<file path="src/hw/rtl/vnfo_pkg.sv">
// Shared types, constants and lookup functions for the fractal value noise block.
package vnfo_pkg;

    localparam logic [31:0] PHI_Q32   = 32'd2654435388;
    localparam logic [8:0]  PRIME_X   = 9'd173;
    localparam logic [8:0]  PRIME_Y   = 9'd263;
    localparam logic [8:0]  PRIME_Z   = 9'd337;
    localparam int          ADDR_W    = 13;
    localparam int          SUM_W     = 24;
    localparam int          OCT_W     = 5;

    // Configuration register indexes
    localparam logic [1:0] REG_OCTAVES = 2'd0;
    localparam logic [1:0] REG_LACUN   = 2'd1;
    localparam logic [1:0] REG_GAIN    = 2'd2;
    localparam logic [1:0] REG_TURB    = 2'd3;

    localparam logic OPC_EVAL  = 1'b0;
    localparam logic OPC_WRITE = 1'b1;

    typedef struct packed {
        logic               opcode;
        logic signed [31:0] x_coord;
        logic signed [31:0] y_coord;
        logic signed [31:0] z_coord;
        logic [8:0]         entry_index;
        logic [15:0]        entry_value;
    } in_item_t;

    typedef struct packed {
        logic signed [23:0] noise_value;
        logic               was_write;
    } out_item_t;

    typedef enum logic [3:0] {
        OP_NONE,
        OP_FRAC,
        OP_HASH,
        OP_BEND,
        OP_ADDR,
        OP_REDUCE,
        OP_READ,
        OP_CAPT,
        OP_LERP,
        OP_TERM,
        OP_SCALE,
        OP_AMP,
        OP_LOAD_OUT
    } dp_op_t;

    typedef struct packed {
        dp_op_t     op;
        logic [2:0] idx;
        logic       accept;
    } dp_cmd_t;

    typedef struct packed {
        logic addr_big;
    } dp_status_t;

    function automatic logic [8:0] prime_of(input logic [1:0] dim);
        logic [8:0] p;
        unique case (dim)
            2'd0:    p = PRIME_X;
            2'd1:    p = PRIME_Y;
            default: p = PRIME_Z;
        endcase
        return p;
    endfunction

    // Lerp schedule: z pairs, then y pairs, then the x pair; result lands on source a
    function automatic logic [2:0] lerp_a(input logic [2:0] j);
        logic [2:0] r;
        unique case (j)
            3'd0:    r = 3'd0;
            3'd1:    r = 3'd2;
            3'd2:    r = 3'd4;
            3'd3:    r = 3'd6;
            3'd4:    r = 3'd0;
            3'd5:    r = 3'd4;
            default: r = 3'd0;
        endcase
        return r;
    endfunction

    function automatic logic [2:0] lerp_b(input logic [2:0] j);
        logic [2:0] r;
        unique case (j)
            3'd0:    r = 3'd1;
            3'd1:    r = 3'd3;
            3'd2:    r = 3'd5;
            3'd3:    r = 3'd7;
            3'd4:    r = 3'd2;
            3'd5:    r = 3'd6;
            default: r = 3'd4;
        endcase
        return r;
    endfunction

    function automatic logic [1:0] lerp_w(input logic [2:0] j);
        logic [1:0] r;
        unique case (j)
            3'd0, 3'd1, 3'd2, 3'd3: r = 2'd2;
            3'd4, 3'd5:             r = 2'd1;
            default:                r = 2'd0;
        endcase
        return r;
    endfunction

endpackage

</file>
<file path="src/hw/rtl/vnfo_ctrl.sv">
// Controller: sequences hashing, bending, corner reads, lerps and accumulation per octave.
module vnfo_ctrl #(
    parameter int MAX_OCTAVES = 8
) (
    input  logic                 clk,
    input  logic                 rst_n,
    input  logic                 req_valid,
    output logic                 req_ready,
    input  logic                 req_opcode,
    output logic                 rsp_valid,
    input  logic                 rsp_ready,
    input  logic [3:0]           octave_count,
    input  vnfo_pkg::dp_status_t  status,
    output vnfo_pkg::dp_cmd_t     cmd
);
    typedef enum logic [3:0] {
        S_IDLE,
        S_FRAC,
        S_HASH,
        S_BEND,
        S_ADDR,
        S_RED,
        S_CAPT,
        S_LERP,
        S_TERM,
        S_SCALE,
        S_AMP,
        S_DONE
    } state_t;

    localparam logic [vnfo_pkg::OCT_W-1:0] MAX_OCT = vnfo_pkg::OCT_W'(MAX_OCTAVES);

    state_t                     state_reg;
    logic [2:0]                 step_reg;
    logic                       ph_reg;
    logic [vnfo_pkg::OCT_W-1:0]  oct_reg;
    logic                       rsp_valid_reg;
    logic [vnfo_pkg::OCT_W-1:0]  oct_req;
    logic [vnfo_pkg::OCT_W-1:0]  oct_lim;
    logic                       accept;
    logic                       load_out;

    assign oct_req   = {1'b0, octave_count};
    assign oct_lim   = (oct_req > MAX_OCT) ? MAX_OCT : oct_req;
    assign req_ready = (state_reg == S_IDLE);
    assign accept    = req_valid && req_ready;
    assign load_out  = (state_reg == S_DONE) && (!rsp_valid_reg || rsp_ready);
    assign rsp_valid = rsp_valid_reg;

    always_comb
    begin
        cmd.accept = accept;
        cmd.idx    = step_reg;
        cmd.op     = vnfo_pkg::OP_NONE;
        unique case (state_reg)
            S_FRAC:  cmd.op = ph_reg ? vnfo_pkg::OP_NONE : vnfo_pkg::OP_FRAC;
            S_HASH:  cmd.op = ph_reg ? vnfo_pkg::OP_NONE : vnfo_pkg::OP_HASH;
            S_BEND:  cmd.op = ph_reg ? vnfo_pkg::OP_NONE : vnfo_pkg::OP_BEND;
            S_ADDR:  cmd.op = vnfo_pkg::OP_ADDR;
            S_RED:   cmd.op = status.addr_big ? vnfo_pkg::OP_REDUCE : vnfo_pkg::OP_READ;
            S_CAPT:  cmd.op = vnfo_pkg::OP_CAPT;
            S_LERP:  cmd.op = ph_reg ? vnfo_pkg::OP_NONE : vnfo_pkg::OP_LERP;
            S_TERM:  cmd.op = ph_reg ? vnfo_pkg::OP_NONE : vnfo_pkg::OP_TERM;
            S_SCALE: cmd.op = ph_reg ? vnfo_pkg::OP_NONE : vnfo_pkg::OP_SCALE;
            S_AMP:   cmd.op = ph_reg ? vnfo_pkg::OP_NONE : vnfo_pkg::OP_AMP;
            S_DONE:  cmd.op = load_out ? vnfo_pkg::OP_LOAD_OUT : vnfo_pkg::OP_NONE;
            default: cmd.op = vnfo_pkg::OP_NONE;
        endcase
    end

    always_ff @(posedge clk or negedge rst_n)
    begin
        if (!rst_n)
        begin
            state_reg     <= S_IDLE;
            step_reg      <= '0;
            ph_reg        <= 1'b0;
            oct_reg       <= '0;
            rsp_valid_reg <= 1'b0;
        end
        else
        begin
            if (load_out)
                rsp_valid_reg <= 1'b1;
            else if (rsp_ready)
                rsp_valid_reg <= 1'b0;

            unique case (state_reg)
                S_IDLE:
                begin
                    step_reg <= '0;
                    ph_reg   <= 1'b0;
                    oct_reg  <= '0;
                    if (accept)
                    begin
                        if (req_opcode == vnfo_pkg::OPC_WRITE || oct_lim == '0)
                            state_reg <= S_DONE;
                        else
                            state_reg <= S_FRAC;
                    end
                end
                S_FRAC:
                begin
                    ph_reg <= !ph_reg;
                    if (ph_reg)
                        state_reg <= S_HASH;
                end
                S_HASH:
                begin
                    ph_reg <= !ph_reg;
                    if (ph_reg)
                    begin
                        if (step_reg == 3'd5)
                        begin
                            step_reg  <= '0;
                            state_reg <= S_BEND;
                        end
                        else
                        begin
                            step_reg  <= step_reg + 3'd1;
                            state_reg <= S_FRAC;
                        end
                    end
                end
                S_BEND:
                begin
                    ph_reg <= !ph_reg;
                    if (ph_reg)
                    begin
                        if (step_reg == 3'd2)
                        begin
                            step_reg  <= '0;
                            state_reg <= S_ADDR;
                        end
                        else
                            step_reg <= step_reg + 3'd1;
                    end
                end
                S_ADDR:
                    state_reg <= S_RED;
                S_RED:
                    if (!status.addr_big)
                        state_reg <= S_CAPT;
                S_CAPT:
                begin
                    if (step_reg == 3'd7)
                    begin
                        step_reg  <= '0;
                        state_reg <= S_LERP;
                    end
                    else
                    begin
                        step_reg  <= step_reg + 3'd1;
                        state_reg <= S_ADDR;
                    end
                end
                S_LERP:
                begin
                    ph_reg <= !ph_reg;
                    if (ph_reg)
                    begin
                        if (step_reg == 3'd6)
                        begin
                            step_reg  <= '0;
                            state_reg <= S_TERM;
                        end
                        else
                            step_reg <= step_reg + 3'd1;
                    end
                end
                S_TERM:
                begin
                    ph_reg <= !ph_reg;
                    if (ph_reg)
                        state_reg <= S_SCALE;
                end
                S_SCALE:
                begin
                    ph_reg <= !ph_reg;
                    if (ph_reg)
                    begin
                        if (step_reg == 3'd2)
                        begin
                            step_reg  <= '0;
                            state_reg <= S_AMP;
                        end
                        else
                            step_reg <= step_reg + 3'd1;
                    end
                end
                S_AMP:
                begin
                    ph_reg <= !ph_reg;
                    if (ph_reg)
                    begin
                        oct_reg <= oct_reg + 1'b1;
                        if (oct_reg + 1'b1 == oct_lim)
                            state_reg <= S_DONE;
                        else
                            state_reg <= S_FRAC;
                    end
                end
                S_DONE:
                    if (load_out)
                        state_reg <= S_IDLE;
                default:
                    state_reg <= S_IDLE;
            endcase
        end
    end

endmodule

</file>
<file path="config.mk">
export PLATFORM = sky130hd
export DESIGN_NAME = vnfo_ctrl
export DESIGN_NICKNAME = d
export VERILOG_FILES = /design/src/hw/rtl/vnfo_pkg.sv /design/src/hw/rtl/vnfo_ctrl.sv
export SDC_FILE = /design/constraint.sdc
export NUM_CORES = 1
export LEC_CHECK = 0
export BUFFER_PORTS_ARGS = -buffer_cell sky130_fd_sc_hd__clkbuf_2
export CAP_MARGIN = 20
export CORE_MARGIN = 8
export CORE_UTILIZATION = 50
export CTS_CLUSTER_DIAMETER = 80
export CTS_CLUSTER_SIZE = 16
export DETAILED_ROUTE_END_ITERATION = 10
export PLACE_DENSITY_LB_ADDON = 0.3
export SLEW_MARGIN = 20
export SYNTH_ARGS = -nofsm -noshare
export SYNTH_HDL_FRONTEND = slang
export SYNTH_SLANG_ARGS = --single-unit
</file>
<file path="constraint.sdc">
create_clock -name clk -period 2.5 [get_ports clk]
set_input_delay 0.625 -clock clk [delete_from_list [all_inputs] [get_ports clk]]
set_output_delay 0.625 -clock clk [all_outputs]
set_load 0.01 [all_outputs]
</file>
==> metrics.csv <==
metric,value,unit
First DRT Iteration DRCs,64,
cells on worst reg2reg path,8,
DRC violation count after routing,0,
maximum number of pins on one net before global-route repair,19,
type of the tightest min-delay check,in -> async,
share of final-layout standard cells stronger than drive strength 1,0.2471,
DR WL/cell,16.00,um
first-pass iteration count of the detailed router,4,
buffer levels on the longest clock path,2,
total of max-cap violations,0,
Via-to-Cell Ratio,6.118,
setup skew after layout,0.009480,ns
die width,66.89,um
Syn. warnings,0,
number of buffers created by CTS,3,
CTS tree,done,
Largest register FFs,5,
final period demand of the worst path,2.475,ns
core region area,2477,sq um
Worst setup SP type,register,
Gate Count Post-Synth,156,
effective utilization at floorplan,0.5227,
maximum vdd drop,0.6986,mV
clock net sink count,14,
total wire length,3263,um
Worst EP required,1.88,ns
total track usage,0.1533,
net total in the final layout,193,
number of setup violations in the final report,0,
Fill cells,240,
Achievable Freq,404.0,MHz
clock transition time at the flip-flop clock pins of the worst setup and hold paths,0.10,ns
R2R Path End,state_reg[1]$_DFFE_PN0P_,
Post-Synthesis Cell Area,1295,sq um
maximum level of the CTS H-tree,1,
result of the run,"complete, no violations",
global-route wire length before repair,5416,um
CP Class,reg -> out,
RePlAce Congestion,0.9228,
launch instance of the worst register-to-register path,state_reg[2]$_DFFE_PN0P_,
initial antenna violation count,0,
number of library cell types mapped by synthesis,47,
io pins,20,
total count of max-transition violations in the final report,0,
pin slew with the least headroom to its limit,0.5172,ns
critical path peak fanout,10,
gr ovfl total,0,
most frequently used flop master after synthesis,dfrtp_1,
clock root buffer,clkbuf_4,
pwr dens,1228,nW/um^2
biggest area consumer among synthesized cells,dfrtp_1,
Critical Path End Type,output pin,
Post-Route Setup TNS,0,ns
number of cells after detailed placement,200,
"Worst Setup Slack, final",0.02451,ns
share of synthesized area occupied by flip-flops and latches,0.2705,
synthesized net count,174,
area of the die,4474,sq um
setup slack at placement,0.2849,ns
number of synthesized register bits,14,
number of nets still failing antenna checks after routing,0,
average footprint of a synthesized cell,8.301,sq um
leading post-synthesis cells by cell area,"dfrtp_1, ha_1, a21oi_1",
number of enable flip-flop cells after synthesis,0,
final worst path period share,0.9902,
post-synthesis to final-layout area growth,12.85,%
vias,1248,
final HPWL from detailed placement,2538,um
arrival time of the worst setup path,1.85,ns
# diodes,0,
static leakage,0.0006486,uW
RSZ-0062 raised after global routing,yes,
area fraction of the dominant cell type after synthesis,0.2705,
Worst slew margin,0.6552,
height of the chip,66.89,um
insertion delay to the later sink of the worst-skew pair,0.29,ns
R2R Setup Slk,0.35,ns
number of input and output port buffers inserted,19,
number of global-route vias before repair,1191,
async set-reset flop share out of synthesis,1.000,
post-route non-filler standard cell count,204,
Placement Rows,18,
Final Hold Viols,0,
[final cells by class]
class / count / area, sq um / area share
Sequential cell: 14 / 352.8 / 0.2414
Inverter: 8 / 30.03 / 0.02055
Multi-Input combinational cell: 125 / 879.6 / 0.6019
Tap cell: 30 / 37.54 / 0.02568
Timing Repair Buffer: 23 / 125.1 / 0.08562
Clock buffer: 4 / 36.28 / 0.02483
[what timing repair did]
item                                    4_1_cts  5_1_grt
setup buffers                                 0        0
hold buffers                                  0        0
resized for setup                             3        4
endpoints found under the setup margin        4        5
endpoints found under the hold margin         0        0
[report_power, final]
part	internal (uW)	switching (uW)
combinational	518	650
clock	88.7	88.0
sequential	295	154
[placed cells by master (no fill, tap or decap), types with 2 or more instances in the layout]
cell type	netlist	routed
mux2i_1	2	2
o21ai_0	14	14
o31ai_1	2	2
nor3_1	3	3
inv_1	8	8
nand3_1	4	4
xnor2_1	2	2
a221oi_1	2	2
nand2b_1	6	6
a21oi_1	14	13
dfrtp_1	14	12
ha_2	0	2
or2_2	3	3
clkbuf_4	0	3
ha_1	8	6
clkbuf_2	0	19
nor3b_1	2	2
a31oi_1	3	3
buf_4	1	4
a32o_1	3	3
nor2_1	8	8
mux2_2	2	2
dfrtp_2	0	2
xor2_1	4	4
nor2b_1	7	7
nand2_1	14	14
[synth_stat cells (2+ instances only)]
cell,instances
a21oi_1,14
dfrtp_1,14
nand2_1,14
o21ai_0,14
ha_1,8
inv_1,8
nor2_1,8
nor2b_1,7
nand2b_1,6
buf_2,4
nand3_1,4
xor2_1,4
a31oi_1,3
a32o_1,3
clkbuf_1,3
nor3_1,3
or2_2,3
a221oi_1,2
mux2_2,2
mux2i_1,2
nor3b_1,2
o31ai_1,2
xnor2_1,2
[worst max path at each step]
stage / from / endpoint / slack, ns / depth (start not counted)
after floorplan: state_reg[2]$_DFFE_PN0P_ / cmd[5] / 0.29 / 6
after global placement: state_reg[2]$_DFFE_PN0P_ / state_reg[1]$_DFFE_PN0P_ / 0.34 / 8
after detailed placement: state_reg[2]$_DFFE_PN0P_ / step_reg[1]$_DFFE_PN0P_ / 0.28 / 8
after CTS: state_reg[2]$_DFFE_PN0P_ / cmd[5] / 0.009 / 6
after global routing: state_reg[2]$_DFFE_PN0P_ / cmd[4] / -0.06 / 6
final: state_reg[3]$_DFFE_PN0P_ / cmd[4] / 0.02 / 6
[stage by stage]
stage / hold WS (ns) / power [uW] / utilization / area (sq um)
final: 0.2293 / 1794 / 0.5899 / 1461
after global routing: 0.2507 / 1956 / 0.5899 / 1461
after CTS: 0.2336 / 1753 / 0.5843 / 1448
after detailed placement: 0.5186 / 1564 / 0.5682 / 1408
after global placement: 0.4957 / 1537 / 0.5682 / 1408
after floorplan: 0.3294 / 1273 / - / 1295
[routing by layer]
layer | up-vias | GRT usage | wire [um]
met2 | 57 | 0.2461 | 1565
li1 | 600 | - | -
met1 | 585 | 0.1890 | 1391
met4 | 0 | 0.06266 | 49
met3 | 6 | 0.04027 | 257
met5 | - | 0 | 0
[worst max-delay path, stage by stage, from the launching register on]
cell and delay (ns):
dfrtp_1 0.41, inv_1 0.11, ha_2 0.29, nor2b_1 0.22, o21ai_0 0.18, a31oi_1 0.19
clkbuf_2 0.16
[cell families after synthesis]
kind of cell               after synthesis  share of synthesized area
and+or+nand+nor                         57                     0.2599
AOI/OAI and AO/OA                       49                     0.2454
xor gates and xnor gates                 6                    0.04058
adders and majority gates                8                    0.07730
DFF                                     14                     0.2705
buffers and inverters                   17                    0.06184
muxes                                    5                    0.04444
Power figures use the tool's default switching activity.
